--- src/rtl/core/atp_pkg.sv ---
package atp_pkg;

    localparam int DEFAULT_MAX_PARTS = 16;

    // configuration register indexes
    localparam logic [1:0] CFG_SEPARATOR  = 2'd0;
    localparam logic [1:0] CFG_PART_COUNT = 2'd1;
    localparam logic [1:0] CFG_HEX_MODE   = 2'd2;

    localparam logic [7:0] SEPARATOR_RESET  = 8'd46;
    localparam logic [4:0] PART_COUNT_RESET = 5'd4;
    localparam logic       HEX_MODE_RESET   = 1'b0;

    // character codes
    localparam logic [7:0] CH_NUL     = 8'h00;
    localparam logic [7:0] CH_ZERO    = 8'h30;
    localparam logic [7:0] CH_NINE    = 8'h39;
    localparam logic [7:0] CH_UPPER_A = 8'h41;
    localparam logic [7:0] CH_UPPER_F = 8'h46;
    localparam logic [7:0] CH_LOWER_A = 8'h61;
    localparam logic [7:0] CH_LOWER_F = 8'h66;
    localparam logic [7:0] CH_LBRACE  = 8'h7B;
    localparam logic [7:0] CH_RBRACE  = 8'h7D;
    localparam logic [7:0] CH_PLUS    = 8'h2B;
    localparam logic [7:0] CH_I       = 8'h69;
    localparam logic [7:0] CASE_DELTA = 8'd32;
    localparam logic [7:0] HEX_BASE   = CH_UPPER_A - 8'd10;

    typedef enum logic [2:0] {
        PH_START,
        PH_CONST,
        PH_BR_A0,
        PH_BR_A,
        PH_BR_B,
        PH_BR_I,
        PH_BR_END
    } t_phase;

    typedef enum logic [1:0] {
        ST_PROGRESS  = 2'd0,
        ST_ACCEPT    = 2'd1,
        ST_MALFORMED = 2'd2,
        ST_OVERFLOW  = 2'd3
    } t_status;

endpackage

--- src/rtl/core/address_template_parser_core.sv ---
// A result is written into the output register when its character beat is accepted.
// Throughput: one character per cycle while the input is not stalled; the parse state updates in a single pass.
// The output register frees its slot in the same cycle it is taken, so input is
// held only while a result waits and the output side stalls.
// Reset (synchronous, active low): parser at start of the first part, output empty,
// separator '.', part count 4, decimal mode.
module address_template_parser_core #(
    parameter int MAX_PARTS = atp_pkg::DEFAULT_MAX_PARTS
) (
    input  logic       i_clk,
    input  logic       i_rst_n,
    // character input
    input  logic       i_in_valid,
    output logic       o_in_stall,
    input  logic [7:0] i_char_code,
    // result output
    output logic       o_out_valid,
    input  logic       i_out_stall,
    output logic       o_part_valid,
    output logic [3:0] o_part_index,
    output logic       o_part_mode,
    output logic [7:0] o_base_value,
    output logic [7:0] o_step_value,
    output logic [1:0] o_status,
    output logic       o_last,
    // configuration writes
    input  logic       i_cfg_valid,
    output logic       o_cfg_ready,
    input  logic [1:0] i_cfg_index,
    input  logic [7:0] i_cfg_data
);
    import atp_pkg::*;

    localparam int PW = (MAX_PARTS > 1) ? $clog2(MAX_PARTS) : 1;

    // configuration
    logic [7:0] r_separator;
    logic [4:0] r_part_count;
    logic       r_hex_mode;

    // parse state
    t_phase          r_phase, n_phase;
    logic [PW-1:0]   r_part, n_part;
    logic [7:0]      r_accum, n_accum;
    logic [7:0]      r_offset, n_offset;
    logic            r_step_seen, n_step_seen;
    logic            r_linear, n_linear;
    logic            r_skip, n_skip;

    // output register
    logic       r_out_valid;
    logic       r_part_valid;
    logic [3:0] r_part_index;
    logic       r_part_mode;
    logic [7:0] r_base_value;
    logic [7:0] r_step_value;
    t_status    r_status;
    logic       r_last;

    logic       in_accept;
    logic [7:0] c, f;
    logic [7:0] c_dig, f_dig_dec, f_dig_hex;
    logic       c_is_digit, f_is_dec, f_is_hex, outer_is_digit;
    logic [3:0] outer_dig;
    logic [6:0] eff_count;
    logic       final_part;
    logic [11:0] acc_x10, acc_x16, dec_next, outer_next;
    logic [PW+3:0] part_ext;

    logic       res_fire, res_valid, res_mode, res_last;
    logic [7:0] res_base, res_step;
    t_status    res_status, fail_status;
    logic       do_fail, do_begin, do_next;

    assign o_cfg_ready = 1'b1;
    assign o_in_stall  = r_out_valid & i_out_stall;
    assign in_accept   = i_in_valid & ~o_in_stall;

    assign c = i_char_code;
    assign f = (c >= CH_LOWER_A && c <= CH_LOWER_F) ? c - CASE_DELTA : c;

    assign c_dig      = c - CH_ZERO;
    assign f_dig_dec  = f - CH_ZERO;
    assign f_dig_hex  = f - HEX_BASE;
    assign c_is_digit = (c >= CH_ZERO) && (c <= CH_NINE);
    assign f_is_dec   = (f >= CH_ZERO) && (f <= CH_NINE);
    assign f_is_hex   = r_hex_mode && (f >= CH_UPPER_A) && (f <= CH_UPPER_F);
    assign outer_is_digit = f_is_dec | f_is_hex;
    assign outer_dig  = f_is_dec ? f_dig_dec[3:0] : f_dig_hex[3:0];

    // clamp part count into 1..MAX_PARTS
    assign eff_count = (r_part_count == 5'd0) ? 7'd1 :
                       ({2'b00, r_part_count} > 7'(MAX_PARTS)) ? 7'(MAX_PARTS) :
                       {2'b00, r_part_count};
    assign final_part = (7'(r_part) + 7'd1) >= eff_count;

    assign acc_x10    = {1'b0, r_accum, 3'b000} + {3'b000, r_accum, 1'b0};
    assign acc_x16    = {r_accum, 4'b0000};
    assign dec_next   = acc_x10 + {8'd0, c_dig[3:0]};
    assign outer_next = (r_hex_mode ? acc_x16 : acc_x10) + {8'd0, outer_dig};

    assign part_ext = (PW+4)'(r_part);

    always_comb begin
        n_phase     = r_phase;
        n_part      = r_part;
        n_accum     = r_accum;
        n_offset    = r_offset;
        n_step_seen = r_step_seen;
        n_linear    = r_linear;
        n_skip      = r_skip;
        res_fire    = 1'b0;
        res_valid   = 1'b0;
        res_mode    = 1'b0;
        res_base    = 8'd0;
        res_step    = 8'd0;
        res_status  = ST_PROGRESS;
        res_last    = 1'b0;
        do_fail     = 1'b0;
        fail_status = ST_MALFORMED;
        do_begin    = 1'b0;
        do_next     = 1'b0;

        if (r_skip) begin
            do_begin = (c == CH_NUL);
        end else begin
            unique case (r_phase)
                PH_START: begin
                    if (outer_is_digit) begin
                        n_accum  = {4'd0, outer_dig};
                        n_linear = 1'b0;
                        n_phase  = PH_CONST;
                    end else if (c == CH_LBRACE) begin
                        n_accum = 8'd0;
                        n_phase = PH_BR_A0;
                    end else begin
                        do_fail = 1'b1;
                    end
                end
                PH_CONST: begin
                    if (outer_is_digit) begin
                        if (outer_next[11:8] != 4'd0) begin
                            do_fail     = 1'b1;
                            fail_status = ST_OVERFLOW;
                        end else begin
                            n_accum = outer_next[7:0];
                        end
                    end else if (c == CH_NUL && final_part) begin
                        res_fire   = 1'b1;
                        res_valid  = 1'b1;
                        res_base   = r_accum;
                        res_status = ST_ACCEPT;
                        res_last   = 1'b1;
                        do_begin   = 1'b1;
                    end else if (c != CH_NUL && f == r_separator && !final_part) begin
                        res_fire  = 1'b1;
                        res_valid = 1'b1;
                        res_base  = r_accum;
                        do_next   = 1'b1;
                    end else begin
                        do_fail = 1'b1;
                    end
                end
                PH_BR_A0: begin
                    if (c_is_digit) begin
                        n_accum = {4'd0, c_dig[3:0]};
                        n_phase = PH_BR_A;
                    end else begin
                        do_fail = 1'b1;
                    end
                end
                PH_BR_A: begin
                    if (c_is_digit) begin
                        if (dec_next[11:8] != 4'd0) do_fail = 1'b1;
                        else n_accum = dec_next[7:0];
                    end else if (c == CH_PLUS) begin
                        n_offset    = r_accum;
                        n_accum     = 8'd0;
                        n_step_seen = 1'b0;
                        n_phase     = PH_BR_B;
                    end else begin
                        do_fail = 1'b1;
                    end
                end
                PH_BR_B: begin
                    if (c_is_digit) begin
                        if (dec_next[11:8] != 4'd0) begin
                            do_fail = 1'b1;
                        end else begin
                            n_accum     = dec_next[7:0];
                            n_step_seen = 1'b1;
                        end
                    end else if (c != CH_I) begin
                        do_fail = 1'b1;
                    end else if (r_step_seen && r_accum == 8'd0) begin
                        do_fail = 1'b1;   // explicit zero step
                    end else begin
                        if (!r_step_seen) n_accum = 8'd1;
                        n_phase = PH_BR_I;
                    end
                end
                PH_BR_I: begin
                    if (c == CH_RBRACE) begin
                        n_linear = 1'b1;
                        n_phase  = PH_BR_END;
                    end else begin
                        do_fail = 1'b1;
                    end
                end
                PH_BR_END: begin
                    // raw character compare after a closing brace
                    if (c == CH_NUL) begin
                        if (!final_part) begin
                            do_fail = 1'b1;
                        end else begin
                            res_fire   = 1'b1;
                            res_valid  = 1'b1;
                            res_mode   = r_linear;
                            res_base   = r_offset;
                            res_step   = r_accum;
                            res_status = ST_ACCEPT;
                            res_last   = 1'b1;
                            do_begin   = 1'b1;
                        end
                    end else if (c == r_separator && !final_part) begin
                        res_fire  = 1'b1;
                        res_valid = 1'b1;
                        res_mode  = r_linear;
                        res_base  = r_offset;
                        res_step  = r_accum;
                        do_next   = 1'b1;
                    end else begin
                        do_fail = 1'b1;
                    end
                end
                default: begin
                    do_fail = 1'b1;
                end
            endcase
        end

        if (do_fail) begin
            res_fire   = 1'b1;
            res_status = fail_status;
            res_last   = 1'b1;
            if (c == CH_NUL) do_begin = 1'b1;
            else n_skip = 1'b1;
        end

        if (do_next) begin
            n_part      = r_part + PW'(1);
            n_phase     = PH_START;
            n_accum     = 8'd0;
            n_offset    = 8'd0;
            n_step_seen = 1'b0;
            n_linear    = 1'b0;
        end

        if (do_begin) begin
            n_part      = '0;
            n_phase     = PH_START;
            n_accum     = 8'd0;
            n_offset    = 8'd0;
            n_step_seen = 1'b0;
            n_linear    = 1'b0;
            n_skip      = 1'b0;
        end
    end

    always_ff @(posedge i_clk) begin
        if (!i_rst_n) begin
            r_separator  <= SEPARATOR_RESET;
            r_part_count <= PART_COUNT_RESET;
            r_hex_mode   <= HEX_MODE_RESET;
        end else if (i_cfg_valid && o_cfg_ready) begin
            unique case (i_cfg_index)
                CFG_SEPARATOR:  r_separator  <= i_cfg_data;
                CFG_PART_COUNT: r_part_count <= i_cfg_data[4:0];
                CFG_HEX_MODE:   r_hex_mode   <= i_cfg_data[0];
                default: ;
            endcase
        end
    end

    always_ff @(posedge i_clk) begin
        if (!i_rst_n) begin
            r_phase     <= PH_START;
            r_part      <= '0;
            r_accum     <= 8'd0;
            r_offset    <= 8'd0;
            r_step_seen <= 1'b0;
            r_linear    <= 1'b0;
            r_skip      <= 1'b0;
        end else if (in_accept) begin
            r_phase     <= n_phase;
            r_part      <= n_part;
            r_accum     <= n_accum;
            r_offset    <= n_offset;
            r_step_seen <= n_step_seen;
            r_linear    <= n_linear;
            r_skip      <= n_skip;
        end
    end

    always_ff @(posedge i_clk) begin
        if (!i_rst_n) begin
            r_out_valid <= 1'b0;
        end else if (in_accept && res_fire) begin
            r_out_valid <= 1'b1;
        end else if (!i_out_stall) begin
            r_out_valid <= 1'b0;
        end
    end

    always_ff @(posedge i_clk) begin
        if (in_accept && res_fire) begin
            r_part_valid <= res_valid;
            r_part_index <= res_valid ? part_ext[3:0] : 4'd0;
            r_part_mode  <= res_mode;
            r_base_value <= res_base;
            r_step_value <= res_step;
            r_status     <= res_status;
            r_last       <= res_last;
        end
    end

    assign o_out_valid  = r_out_valid;
    assign o_part_valid = r_part_valid;
    assign o_part_index = r_part_index;
    assign o_part_mode  = r_part_mode;
    assign o_base_value = r_base_value;
    assign o_step_value = r_step_value;
    assign o_status     = r_status;
    assign o_last       = r_last;

endmodule

--- config.mk ---
export PLATFORM = sky130hd
export DESIGN_NAME = address_template_parser_core
export DESIGN_NICKNAME = d
export VERILOG_FILES = /design/src/rtl/core/atp_pkg.sv /design/src/rtl/core/address_template_parser_core.sv
export SDC_FILE = /design/constraint.sdc
export NUM_CORES = 1
export LEC_CHECK = 0
export ABC_AREA = 1
export BUFFER_PORTS_ARGS = -buffer_cell sky130_fd_sc_hd__buf_4
export CORE_AREA = 2 2 96 98
export CTS_BUF_LIST = sky130_fd_sc_hd__clkbuf_4
export DETAILED_ROUTE_END_ITERATION = 7
export DIE_AREA = 0 0 98 100
export PLACE_DENSITY = 0.86
export SYNTH_ARGS = -nofsm -noshare
export SYNTH_HDL_FRONTEND = slang
export SYNTH_SLANG_ARGS = --single-unit
--- constraint.sdc ---
create_clock -name i_clk -period 3.5 [get_ports i_clk]
set_clock_uncertainty 0.1 [all_clocks]
set_input_delay 0.175 -clock i_clk [delete_from_list [all_inputs] [get_ports i_clk]]
set_output_delay 0.175 -clock i_clk [all_outputs]
set_load 0.03 [all_outputs]
# Word-level counts from Yosys, hierarchy flattened

Cells that the tools add are included.

Bits of input ports: 23
Flip-flop bits (word level): 66
Output and inout port bits: 28
Word-level logic and storage cells: 242

Equality and inequality tests: 35
Bitwise operators: 5
Add/subtract/negate cells: 9
Mux-type cells: 126
Magnitude comparators: 10
Reduce and logical (&&, ||, !) cells: 39

Operator list:

| operator                                                                          | count |
|---|---|
| 8-bit 2-to-1 mux                                                                  | 31 |
| 1-bit 2-to-1 mux                                                                  | 66 |
| 4-bit inequality test (second input constant)                                     | 12 |
| 8-bit one-hot mux with 5 select lines                                             | 1 |
| 3-bit 2-to-1 mux                                                                  | 12 |
| 5-bit inequality test (second input constant)                                     | 5 |
| 12-bit by 4-bit adder with 12-bit output                                          | 2 |
| 11-bit AND reduction                                                              | 2 |
| 8-bit by 7-bit equality test with 1-bit output (second input constant)            | 2 |
| 8-bit equality test                                                               | 2 |
| 8-bit by 6-bit >= comparator with 1-bit output (second input constant)            | 2 |
| 8-bit by 7-bit >= comparator with 1-bit output (second input constant)            | 2 |
| 8-bit by 6-bit less-or-equal comparator with 1-bit output (second input constant) | 2 |
| 8-bit by 7-bit less-or-equal comparator with 1-bit output (second input constant) | 2 |
| 8-bit logical NOT                                                                 | 2 |
| 8-bit one-hot mux with 2 select lines                                             | 1 |
| 4-bit nonzero test                                                                | 4 |
| 3-bit one-hot mux with 5 select lines                                             | 1 |
| 7-bit nonzero test                                                                | 2 |
| 11-bit by 9-bit adder with 12-bit output                                          | 1 |
| 12-bit 2-to-1 mux                                                                 | 1 |
| 4-bit 2-to-1 mux                                                                  | 3 |
| 1-bit one-hot mux with 2 select lines                                             | 6 |
| 1-bit logical AND                                                                 | 11 |
| other kinds (35)                                                                  | 49 |

# Logic depth before layout (Yosys ltp)

Gate-level depths: netlist of run 1.

Depth in word-level cells: 15
Gate-level depth with buffers: 29
Gate-level depth less buffers: 29

# Least setup slack after synthesis of run 1

No wires, ideal clock.

Kind: input port to flip-flop
Start: in i_char_code[1]
End: reg r_base_value[0], in the netlist o_base_value[0] (enable)
Setup time: 380 ps
Stages: 27
Data required time: 3020 ps
Arrival time: 3118 ps
Buffers on the path: 0
Setup slack: -98 ps
Cells stage by stage: inv_1 > ha_1 > inv_1 > nand3_1 > nand2_1 > nand2_1 > nand2_2 > nand3_1 > inv_2 > nand3_2 > nand2_1 > xor2_1 > inv_1 > fa_1 > nand4_1 > nand2_1 > nand2_1 > nand2_1 > nand2_1 > nor2_1 > nand2_1 > nand2_1 > nand2_1 > nand2_1 > nand2_1 > nand2_1 > inv_1

Longest elaborated chain between the ends: 14
Elaborated cells between the ends (all ways): 62
Classes of those cells: add/sub (6); order compare (8); eq/ne (6); mux (27); bitwise (1); reduce/logical (14)

Ends and longest elaborated chain:

| item                                                                                                                        | RTL line                            | source |
|---|---|---|
| start: declaration                                                                                                          | address_template_parser_core.sv:15  | `input logic [7:0] i_char_code,` |
| 8-bit by 7-bit >= comparator with 1-bit output or 8-bit by 7-bit less-or-equal comparator with 1-bit output (tied branches) | address_template_parser_core.sv:80  | `assign f = (c >= CH_LOWER_A && c <= CH_LOWER_F) ? c - CASE_DELTA : c;` |
| 1-bit logical AND                                                                                                           | address_template_parser_core.sv:80  |  |
| 8-bit 2-to-1 mux                                                                                                            | address_template_parser_core.sv:80  |  |
| 8-bit by 6-bit >= comparator with 1-bit output or 8-bit by 6-bit less-or-equal comparator with 1-bit output (tied branches) | address_template_parser_core.sv:86  | `assign f_is_dec = (f >= CH_ZERO) && (f <= CH_NINE);` |
| 1-bit logical AND                                                                                                           | address_template_parser_core.sv:86  |  |
| 4-bit 2-to-1 mux                                                                                                            | address_template_parser_core.sv:89  | `assign outer_dig = f_is_dec ? f_dig_dec[3:0] : f_dig_hex[3:0];` |
| 12-bit by 4-bit adder with 12-bit output                                                                                    | address_template_parser_core.sv:100 | `assign outer_next = (r_hex_mode ? acc_x16 : acc_x10) + {8'd0, outer_dig};` |
| 4-bit nonzero test                                                                                                          | address_template_parser_core.sv:142 | `if (outer_next[11:8] != 4'd0) begin` |
| 1-bit 2-to-1 mux                                                                                                            | address_template_parser_core.sv:142 |  |
| 1-bit 2-to-1 mux                                                                                                            | address_template_parser_core.sv:141 | `if (outer_is_digit) begin` |
| 1-bit one-hot mux with 7 select lines                                                                                       | address_template_parser_core.sv:127 | `unique case (r_phase)` |
| 1-bit 2-to-1 mux                                                                                                            | address_template_parser_core.sv:124 | `if (r_skip) begin` |
| 1-bit 2-to-1 mux *                                                                                                          | address_template_parser_core.sv:242 | `if (do_fail) begin` |
| 1-bit logical AND *                                                                                                         | address_template_parser_core.sv:316 | `if (in_accept && res_fire) begin` |
| end signal: assignment                                                                                                      | address_template_parser_core.sv:320 | `r_base_value <= res_base;` |
| end: declaration                                                                                                            | address_template_parser_core.sv:55  | `logic [7:0] r_base_value;` |

Every way passes the cells marked *; elsewhere a longest branch is shown, timed or not.
A chain may end at the register's enable or synchronous reset.

# Worst setup path after layout of run 1

Start: reg r_part[1]
End: reg r_part_index[3], in the netlist o_part_index[3] (enable)

Longest elaborated chain between the ends: 11
Elaborated cells between the ends (all ways): 24
Classes of those cells: add/sub (1); order compare (1); mux (17); reduce/logical (5)

Ends and longest elaborated chain:

| item                                                                                           | RTL line                                                                 | source |
|---|---|---|
| start: declaration                                                                             | address_template_parser_core.sv:43                                       | `logic [PW-1:0] r_part, n_part;` |
| start signal: assignment                                                                       | address_template_parser_core.sv:296                                      | `r_part <= n_part;` |
| 4-bit by 1-bit adder with 5-bit output *                                                       | address_template_parser_core.sv:95                                       | `assign final_part = (7'(r_part) + 7'd1) >= eff_count;` |
| 5-bit >= comparator *                                                                          | address_template_parser_core.sv:95                                       |  |
| 1-bit logical NOT                                                                              | address_template_parser_core.sv:155, address_template_parser_core.sv:225 |  |
| 1-bit logical AND                                                                              | address_template_parser_core.sv:155                                      | `end else if (c != CH_NUL && f == r_separator && !final_part) begin` |
| 1-bit 2-to-1 mux                                                                               | address_template_parser_core.sv:155                                      |  |
| 1-bit 2-to-1 mux                                                                               | address_template_parser_core.sv:148                                      | `end else if (c == CH_NUL && final_part) begin` |
| 1-bit 2-to-1 mux                                                                               | address_template_parser_core.sv:141                                      |  |
| 1-bit one-hot mux with 7 select lines or 1-bit one-hot mux with 2 select lines (tied branches) | address_template_parser_core.sv:127                                      |  |
| 1-bit 2-to-1 mux                                                                               | address_template_parser_core.sv:124                                      |  |
| 1-bit 2-to-1 mux *                                                                             | address_template_parser_core.sv:242                                      |  |
| 1-bit logical AND *                                                                            | address_template_parser_core.sv:316                                      |  |
| end signal: assignment                                                                         | address_template_parser_core.sv:318                                      | `r_part_index <= res_valid ? part_ext[3:0] : 4'd0;` |
| end: declaration                                                                               | address_template_parser_core.sv:53                                       | `logic [3:0] r_part_index;` |

Marks and branches as above.

==> reports/qor.yml, run 1 <==
core_mm2: 0.00889
path_max_fanout: 6
max_slew.worst_pin.slew_ns: 0.784
critical_path_class: "reg2reg"
cap_violations: 0
maxSlewHeadroom_pct: 47.3
vias: 5433
synth_area_leaders: "dfxtp_1 17%, edfxtp_1 16%, nand2_1 12%, inv_1 7.1%, nor2_1 6.2%"
worstReg2RegStart: "r_part[1]$_SDFFE_PN0P_"
fin_crit_sh_pct: 103
hold_end: "r_skip$_SDFFE_PN0P_"
violations: "setup timing"
cp-end-kind: "flop"
grt_max_degree: 28
final.setup.tns_ns: -1.99
ios: 51
area_delta_synth_final_pct: 34.7
synth_seq_cells: 66
regArea_mm2: 0.00159
async_flop_share_pct: 0
synth-main-ff-cell: "dfxtp_1"
wl_mm: 15.2
finish.utilization_pct: 72.5
place.gp.congestion: 0.958
status: "complete, but fails checks"
chipHeight_um: 100
drtIter0Drc: 397
yosys_warnings: 0
ys_seq_area_share_pct: 32.8
io_buffers: 49
met2_usage_pct: 54.2
netlist_instances: 703
finalSetupViolCount: 25
synth_cell_types: 47
die_area_mm2: 0.00980
drv_slew: 0
fmax_mhz: 277
antenna_cells: 0
crit_required_ns: 3.59
synth_top_area_share_pct: 17.2
multiInputGateArea_mm2: 0.00301
vias_per_cell: 5.70
cts_tree: "built"
clkSinkCount: 66
synth_fp_nets: 752
grt_busiest_layer: "met2"
drcViolationCount: 0
root_buffer: "clkbuf_4"
grt_use_met3_pct: 4.87
hp-start: "i_in_valid"
avgSynthCellArea_um2: 6.81
drt-pass1-iter-count: 6
period_needed_ns: 3.61
crit_arrival_ns: 3.70
drive_above_1_share_pct: 25.7
startpoint_type: "flop"
num_rows: 35
clock_latency_ns: 0.42
synth_top_area_cell: "dfxtp_1"
h-tree-depth: 3
netlist_area_mm2: 0.00478
whs_path_depth: 4
hold_viol_final: 0
clk_pin_slew_ns: 0.13
wire_per_inst_um: 15.9
grt_pass1_vias: 5154
grt.overflow.total: 0
start_util_pct: 53.8
antenna_left: 0
holdCritPathClass: "in2reg"
fin_nets: 886
die-width_um: 98
yosys-top-cells-count: "154 x nand2_1, 90 x inv_1, 79 x nor2_1"
grt_pass1_wl_mm: 23.4
dp_hpwl_mm: 10.6
power_per_cell_area_mw_per_mm2: 607
r2r-end: "o_part_index[3]$_SDFFCE_PN0P_"
synth_edf_count: 25
r2r_slack_ns: -0.11
vdd_ir_drop_max_uv: 489
synth.most_common_cell: "nand2_1"
cts_buffers: 9
n_fill_cell: 668
grt_usage_pct: 29.2
setup_ws_ns: -0.110
grtUsageMet1_pct: 33.7
rsz0062_at_grt: "true"
reg2regPathDepth: 20
antenna_found_initial: 0
leakage_nw: 2.83
clock_path_buffers: 2
cell type report:
cell class                      count  area share (%)
Inverter                           97            5.71
Clock buffer                        9            1.05
Multi-Input combinational cell    524            46.7
Clock inverter                      7            1.94
Tap cell                          111            2.16
Timing Repair Buffer              139            17.7
Sequential cell                    66            24.7
report_power, final:
group,internal [mW],switching [mW]
Clock,0.369,0.309
Combinational,0.815,1.33
Sequential,0.991,0.100
Total,2.17,1.74
cell usage in the layout, fill, tap and decap left out, types with 16 or more instances in the layout:
master         instances
nand2_1              141
buf_4                117
inv_1                 88
nor2_1                74
a21oi_1               49
nand3_1               44
o21ai_0               39
dfxtp_1               34
nor3_1                28
edfxtp_1              25
nand2_2               23
nand4_1               17
dlygate4sd3_1         17
ha_1                  16
registers in the layout (all words and copies together), names as in the netlist, 4 cells and up:
register      count
r_offset          8
r_separator       8
r_part_count      5
r_accum           8
o_step_value      8
r_part            4
o_base_value      8
o_part_index      4
worst max-delay path, cell delays in order (launching register included):
cell and delay, ns:
dfxtp_4 0.41, ha_4 0.17, xor2_2 0.27, ha_4 0.27
a21oi_2 0.15, o221ai_2 0.11, a21oi_2 0.18, nand2_1 0.10
inv_1 0.06, nand4_1 0.19, nand2_1 0.15, inv_2 0.05
a21oi_2 0.11, nand3_1 0.11, nor3b_2 0.21, nand2_2 0.08
nand2_2 0.07, nand2_2 0.05, nand2_2 0.09, clkinvlp_4 0.20
clkbuf_16 0.23
metrics by stage:
stage | total power, mW | instances | hold WS (ns) | cell area, um2 | worst slack (ns)
finish | 3.91 | 953 | 0.127 | 6440 | -0.110
global route | 4.12 | 953 | 0.136 | 6440 | -0.281
CTS | 3.66 | 941 | 0.107 | 6060 | 0.0165
detailed placement | 2.98 | 907 | 0.304 | 5680 | -0.232
global placement | 2.92 | 907 | 0.287 | 5680 | -0.0367
floorplan | 2.31 | 703 | 0.201 | 4790 | 0.0116
repair_timing:
action | CTS | global route
hold buffers | 17 | 0
endpoints found under the setup margin | 27 | 52
pin swaps | 0 | 35
setup buffers | 1 | 9
cloned | 0 | 3
gates resized for setup | 5 | 60
hold endpoints to repair | 15 | 0
cell families after synthesis:
| logic type | Yosys count | synth area share (%) |
|---|---|---|
| AO/OA/AOI/OAI | 126 | 14.7 |
| adder cells (fa/ha/maj) | 26 | 7.27 |
| buffers and inverters | 113 | 9.23 |
| AND/OR/NAND/NOR | 349 | 31.9 |
| other | 1 | 0.0784 |
| flip-flops | 66 | 32.8 |
| XOR/XNOR | 22 | 4.03 |
metal layers:
metal,up-vias,wire (um)
met4,0,526
met3,59,910
met2,283,7910
met5,-,0
met1,2483,5840
li1,2608,-
how the worst max path moves through the flow:
stage                                  from                             to  slack (ns)  depth (start not counted)
floorplan                    i_char_code[1]  o_base_value[0]$_SDFFCE_PP0P_        0.01                         26
global placement             i_char_code[1]  o_step_value[7]$_SDFFCE_PP0P_       -0.04                         27
detailed placement           i_char_code[1]  o_step_value[0]$_SDFFCE_PP0P_       -0.23                         28
CTS                 r_accum[2]$_SDFFE_PN0P_  o_base_value[0]$_SDFFCE_PP0P_        0.02                         25
global route         r_part[1]$_SDFFE_PN0P_  o_part_index[3]$_SDFFCE_PN0P_       -0.28                         20
finish               r_part[1]$_SDFFE_PN0P_  o_part_index[3]$_SDFFCE_PN0P_       -0.11                         20
(Power assumes the default switching activity.)
==> inputs of run 2 (changes only) <==
- CORE_AREA: 2 2 96 98 -> 2 2 110 112
- DIE_AREA: 0 0 98 100 -> 0 0 112 114
- GPL_ROUTABILITY_DRIVEN: unset -> 1
- PLACE_DENSITY: 0.86 -> unset
- PLACE_DENSITY_LB_ADDON: unset -> 0.15
==> run 2 against run 1 <==
Compared with the run above:
- final area is 3.4% higher
- cell count is 5.8% higher
- worst setup slack better by 0.17 ns
- die area is 30% higher
- highest routed layer unchanged
- count of clock-buffer cells in the layout stayed put
- the run now ends clean
- clock power is 10% lower
==> reports/qor.yml, run 2 (same netlist as run 1, synthesis figures left out) <==
drtIter0Drc: 227  # was 397
r2r_slack_ns: 0.06  # was -0.11 ns
maxSlewHeadroom_pct: 52.0  # was 47.3%
path_max_fanout: 12  # was 6
startpoint_type: "flop"  # unchanged
dp_hpwl_mm: 10.8  # was 10.6 mm
finish.utilization_pct: 56.9  # was 72.5%
crit_required_ns: 3.58  # was 3.59 ns
slowest_stage: "fa_2"  # was dfxtp_4
r2r-end: "o_part_index[1]$_SDFFCE_PN0P_"  # was o_part_index[3]$_SDFFCE_PN0P_
vdd_ir_drop_max_uv: 387  # was 489 uV
cts_tree: "built"  # unchanged
ios: 51  # unchanged
clkSinkCount: 66  # unchanged
n_fill_cell: 1126  # was 668
clock_path_buffers: 2  # unchanged
cp_cell_sequence: "ha_4, fa_2, inv_1, a21oi_1, nand3_1, a221oi_2, buf_4, nand4_1, nand2_1, nor3b_2, nand2_1, nand2_1, nand2_1, nand2_2, clkinvlp_4, clkbuf_16"  # was ha_4, xor2_2, ha_4, a21oi_2, o221ai_2, a21oi_2, nand2_1, inv_1, nand4_1, nand2_1, inv_2, a21oi_2, nand3_1, nor3b_2, nand2_2, nand2_2, nand2_2, nand2_2, clkinvlp_4, clkbuf_16
reg2regPathDepth: 16  # was 20
layout_commonest_cell: "nand2_1"  # unchanged
drive_above_1_share_pct: 29.0  # was 25.7%
grt.overflow.total: 0  # unchanged
hold_viol_final: 0  # unchanged
clk_pin_slew_ns: 0.12  # was 0.13 ns
place.gp.congestion: 0.896  # was 0.958
period_needed_ns: 3.44  # was 3.61 ns
crit_top_cell: "nand2_1"  # was nand2_2
worstReg2RegStart: "r_accum[2]$_SDFFE_PN0P_"  # was r_part[1]$_SDFFE_PN0P_
drt-pass1-iter-count: 5  # was 6
cts_buffers: 9  # unchanged
cp-end-kind: "flop"  # unchanged
core_mm2: 0.0117  # was 0.00889 mm2
grt_usage_pct: 21.8  # was 29.2%
fin_nets: 905  # was 886
met2_wirelength_mm: 7.30  # was 7.91 mm
power_per_cell_area_mw_per_mm2: 592  # was 607 mW/mm2
num_rows: 40  # was 35
drcViolationCount: 0  # unchanged
start_util_pct: 40.9  # was 53.8%
root_buffer: "clkbuf_4"  # unchanged
wire_per_inst_um: 14.3  # was 15.9 um
whs_path_depth: 2  # was 4
path_delay_family: "simple AND/OR/NAND/NOR gates"  # unchanged
drv_slew: 0  # unchanged
vias: 5251  # was 5,433
top_layer_used: "met4"  # unchanged
die-width_um: 112  # was 98 um
clock_latency_ns: 0.41  # was 0.42 ns
cap_violations: 0  # unchanged
critical_path_class: "reg2reg"  # unchanged
hold_end: "r_part_count[2]$_SDFFE_PN1P_"  # was r_skip$_SDFFE_PN0P_
antenna_cells: 0  # unchanged
h-tree-depth: 3  # unchanged
grt_pass1_vias: 4971  # was 5,154
fin_crit_sh_pct: 98.3  # was 103%
status: "complete, no violations"  # was complete, but fails checks
rsz0062_at_grt: "true"  # unchanged
cpPeakStageDelay_ns: 0.54  # was 0.41 ns
wl_met1_mm: 6.21  # was 5.84 mm
grt_pass1_wl_mm: 23.0  # was 23.4 mm
holdCritPathClass: "in2reg"  # unchanged
wl_mm: 14.5  # was 15.2 mm
max_slew.worst_pin.slew_ns: 0.715  # was 0.784 ns
hp-start: "i_rst_n"  # was i_in_valid
finalSetupViolCount: 0  # was 25
met3_length_um: 677  # was 910 um
antenna_found_initial: 0  # unchanged
io_buffers: 49  # unchanged
chipHeight_um: 114  # was 100 um
vias_per_cell: 5.21  # was 5.70
area_delta_synth_final_pct: 39.2  # was 34.7%
fmax_mhz: 291  # was 277 MHz
die_area_mm2: 0.0128  # was 0.00980 mm2
antenna_left: 0  # unchanged
leakage_nw: 2.94  # was 2.83 nW
p_total_mw: 3.94  # was 3.91 mW
crit_arrival_ns: 3.52  # was 3.70 ns
grt_max_degree: 28  # unchanged
cp_num_buf_inv: 4  # unchanged
final_cell_mix: "141 x nand2_1, 140 x buf_4, 84 x inv_1"  # was 141 x nand2_1, 117 x buf_4, 88 x inv_1
## run 2: repair_timing
item / in CTS / in global routing
pin swaps: 0 / 23
setup endpoints to repair: 27 / 53
resized for setup: 5 / 80
endpoints found under the hold margin: 15 / 0
buffers inserted: 0 / 8
hold buffers: 14 / 0
gates cloned: 0 / 2
## run 2: worst max path at each step
stage / startpoint / endpoint / cells after the start
after detailed placement: i_char_code[1] / o_step_value[4]$_SDFFCE_PP0P_ / 27
after floorplan: i_char_code[1] / o_base_value[0]$_SDFFCE_PP0P_ / 26
final: r_accum[2]$_SDFFE_PN0P_ / o_part_index[1]$_SDFFCE_PN0P_ / 16
after global placement: i_char_code[1] / o_step_value[2]$_SDFFCE_PP0P_ / 27
after global routing: r_accum[2]$_SDFFE_PN0P_ / o_part_index[0]$_SDFFCE_PN0P_ / 16
after CTS: r_accum[2]$_SDFFE_PN0P_ / o_step_value[0]$_SDFFCE_PP0P_ / 24
## run 2: power breakdown
| part | internal (mW) | switching (mW) |
|---|---|---|
| Sequential | 0.990 | 0.0918 |
| Combinational | 0.906 | 1.35 |
| Clock | 0.295 | 0.311 |
| Total | 2.19 | 1.75 |
## run 2: worst reg2reg max path: stages, from the launching register on
cell,delay [ns]
dfxtp_2,0.37
ha_4,0.17
fa_2,0.55
inv_1,0.06
a21oi_1,0.19
nand3_1,0.20
a221oi_2,0.33
buf_4,0.16
nand4_1,0.14
nand2_1,0.10
nor3b_2,0.15
nand2_1,0.08
nand2_1,0.08
nand2_1,0.06
nand2_2,0.09
clkinvlp_4,0.17
clkbuf_16,0.21
## run 2: final cells by class
| cell class | count | area, um2 | area share [%] |
|---|---|---|---|
| Multi-Input combinational cell | 524 | 3080 | 46.2 |
| Sequential cell | 66 | 1590 | 23.9 |
| Timing Repair Buffer | 158 | 1270 | 19.1 |
| Clock inverter | 7 | 101 | 1.52 |
| Clock buffer | 9 | 67.6 | 1.01 |
| Tap cell | 147 | 184 | 2.76 |
| Inverter | 97 | 368 | 5.52 |
## run 2: metal layers
layer / up-vias / track usage [%]
met5: - / 0
met4: 0 / 6.50
met3: 21 / 3.03
met2: 151 / 39.0
met1: 2429 / 27.4
li1: 2650 / -
## run 2: metrics by stage
step | setup slack, ns | instances | TNS (ns) | hold WS (ns) | cell area (um2)
2_1_floorplan | 0.0116 | 703 | 0 | 0.201 | 4790
3_5_place_dp | -0.214 | 968 | -5.47 | 0.304 | 5920
5_1_grt | -0.114 | 1008 | -2.56 | 0.00998 | 6660
4_1_cts | 0.0267 | 998 | 0 | 0.00157 | 6230
6_report | 0.0592 | 1008 | 0 | 0.0130 | 6660
3_3_place_gp | -0.0697 | 968 | -1.70 | 0.286 | 5920
==> inputs of run 3 (changes only) <==
- RECOVER_POWER: unset -> 25
==> run 3 against run 2 <==
Compared with the run above:
- power decreased by 2.0%
- utilization decreased by 0.74 points
- cell count unchanged
- first-iteration DRC count increased by 9.3%
- count of clock-buffer cells in the layout unchanged
- sequential cell count unchanged
==> reports/qor.yml, run 3 (same netlist as run 1, synthesis figures left out) <==
io_buffers: 49  # unchanged
cp-startpoint: "r_accum[2]$_SDFFE_PN0P_"  # unchanged
start_util_pct: 40.9  # unchanged
max_slew.worst_pin.slew_ns: 0.715  # unchanged
crit_top_cell: "nand2_1"  # unchanged
drtIter0Drc: 248  # was 227
status: "complete, no violations"  # unchanged
grt_max_degree: 28  # unchanged
reg2regPathDepth: 16  # unchanged
finalSetupViolCount: 0  # unchanged
wl_mm: 14.4  # was 14.5 mm
period_needed_ns: 3.45  # was 3.44 ns
n_fill_cell: 1146  # was 1,126
die-width_um: 112  # unchanged
clock_path_buffers: 2  # unchanged
critical_path_class: "reg2reg"  # unchanged
antenna_found_initial: 0  # unchanged
path_max_fanout: 12  # unchanged
final.setup.tns_ns: 0  # unchanged
whs_path_depth: 2  # unchanged
vdd_ir_drop_max_uv: 377  # was 387 uV
num_rows: 40  # unchanged
grt_pass1_wl_mm: 23.0  # unchanged
die_area_mm2: 0.0128  # unchanged
place.gp.congestion: 0.896  # unchanged
h-tree-depth: 3  # unchanged
wire_per_inst_um: 14.3  # about the same
clkSinkCount: 66  # unchanged
fin_nets: 905  # unchanged
hold_viol_final: 0  # unchanged
crit_arrival_ns: 3.53  # was 3.52 ns
holdCritPathClass: "in2reg"  # unchanged
cts_buffers: 9  # unchanged
antenna_cells: 0  # unchanged
core_mm2: 0.0117  # unchanged
maxSlewHeadroom_pct: 52.0  # unchanged
startpoint_type: "flop"  # unchanged
cpPeakStageDelay_ns: 0.54  # about the same
final_cell_mix: "141 x nand2_1, 117 x buf_4, 84 x inv_1"  # was 141 x nand2_1, 140 x buf_4, 84 x inv_1
cts_tree: "built"  # unchanged
root_buffer: "clkbuf_4"  # unchanged
drv_slew: 0  # unchanged
layout_commonest_cell: "nand2_1"  # unchanged
hp-start: "i_rst_n"  # unchanged
p_total_mw: 3.87  # was 3.94 mW
cap_violations: 0  # unchanged
antenna_left: 0  # unchanged
chipHeight_um: 114  # unchanged
rsz0062_at_grt: "true"  # unchanged
ios: 51  # unchanged
clock_latency_ns: 0.41  # about the same
drcViolationCount: 0  # unchanged
vias_per_cell: 5.20  # was 5.21
drive_above_1_share_pct: 26.4  # was 29.0%
slowest_stage: "fa_2"  # unchanged
cp_cell_sequence: "ha_4, fa_2, inv_1, a21oi_1, nand3_1, a221oi_2, buf_4, nand4_1, nand2_1, nor3b_2, nand2_1, nand2_1, nand2_1, nand2_2, clkinvlp_4, clkbuf_16"  # unchanged
clk_pin_slew_ns: 0.13  # was 0.12 ns
power_per_cell_area_mw_per_mm2: 588  # was 592 mW/mm2
fin_crit_sh_pct: 98.5  # was 98.3%
grt.overflow.total: 0  # unchanged
dp_hpwl_mm: 10.8  # unchanged
cp-end-kind: "flop"  # unchanged
worstReg2RegStart: "r_accum[2]$_SDFFE_PN0P_"  # unchanged
grt_usage_pct: 21.8  # unchanged
area_delta_synth_final_pct: 37.4  # was 39.2%
fmax_mhz: 290  # was 291 MHz
leakage_nw: 2.85  # was 2.94 nW
crit_required_ns: 3.58  # about the same
vias: 5237  # was 5,251
grt_pass1_vias: 4971  # unchanged
drt-pass1-iter-count: 5  # unchanged
[run 3: worst paths after layout]
check                                                     end  slack (ns)
worst max-delay path            o_part_index[0]$_SDFFCE_PN0P_        0.05
worst min-delay path             r_part_count[2]$_SDFFE_PN1P_        0.01
worst max register to register  o_part_index[0]$_SDFFCE_PN0P_        0.05
worst min register to register       r_offset[2]$_SDFFE_PN0P_        0.40
[run 3: critical path, delay by kind of cell (launching register included)]
family / cells / cell delay (ns)
simple gates: 8 / 0.90
compound gates: 2 / 0.52
flops: 1 / 0.37
fa+ha+maj: 2 / 0.71
buf+inv: 4 / 0.60
[run 3: cell type report]
| cell class | instances | area (um2) | area share (%) |
|---|---|---|---|
| Tap cell | 147 | 184 | 2.80 |
| Clock inverter | 7 | 101 | 1.54 |
| Timing Repair Buffer | 158 | 1190 | 18.0 |
| Multi-Input combinational cell | 524 | 3080 | 46.8 |
| Clock buffer | 9 | 67.6 | 1.03 |
| Sequential cell | 66 | 1590 | 24.2 |
| Inverter | 97 | 368 | 5.60 |
[run 3: what timing repair did]
item | in CTS | in global routing
endpoints found under the setup margin | 27 | 53
endpoints found under the hold margin | 15 | 0
setup buffers | 0 | 8
cloned | 0 | 2
hold buffers | 14 | 0
pin swaps | 0 | 23
resized for setup | 5 | 80
[run 3: report_power, final]
part	leakage, nW	switching (mW)	total [mW]	internal, mW
registers	0.582	0.0897	1.08	0.990
logic	2.19	1.35	2.18	0.832
clock network	0.0831	0.312	0.608	0.295
[run 3: layer usage]
| metal | up-vias | share of wire (%) | wire, um | GRT usage, % |
|---|---|---|---|---|
| met3 | 27 | 3.9 | 562 | 3.03 |
| met2 | 134 | 50 | 7240 | 39.0 |
| met5 | - | 0 | 0 | 0 |
| li1 | 2655 | - | - | - |
| met1 | 2421 | 44 | 6260 | 27.4 |
| met4 | 0 | 2.2 | 311 | 6.50 |
[run 3: per-stage QoR]
stage	cells	hold WS, ns	setup slack (ns)	util [%]	area, um2
after global routing	1008	0.00998	-0.114	56.1	6570
after global placement	968	0.286	-0.0697	50.5	5920
after floorplan	703	0.201	0.0116	-	4790
final	1008	0.0127	0.0508	56.1	6570
after CTS	998	0.00157	0.0267	53.2	6230
after detailed placement	968	0.304	-0.214	50.5	5920
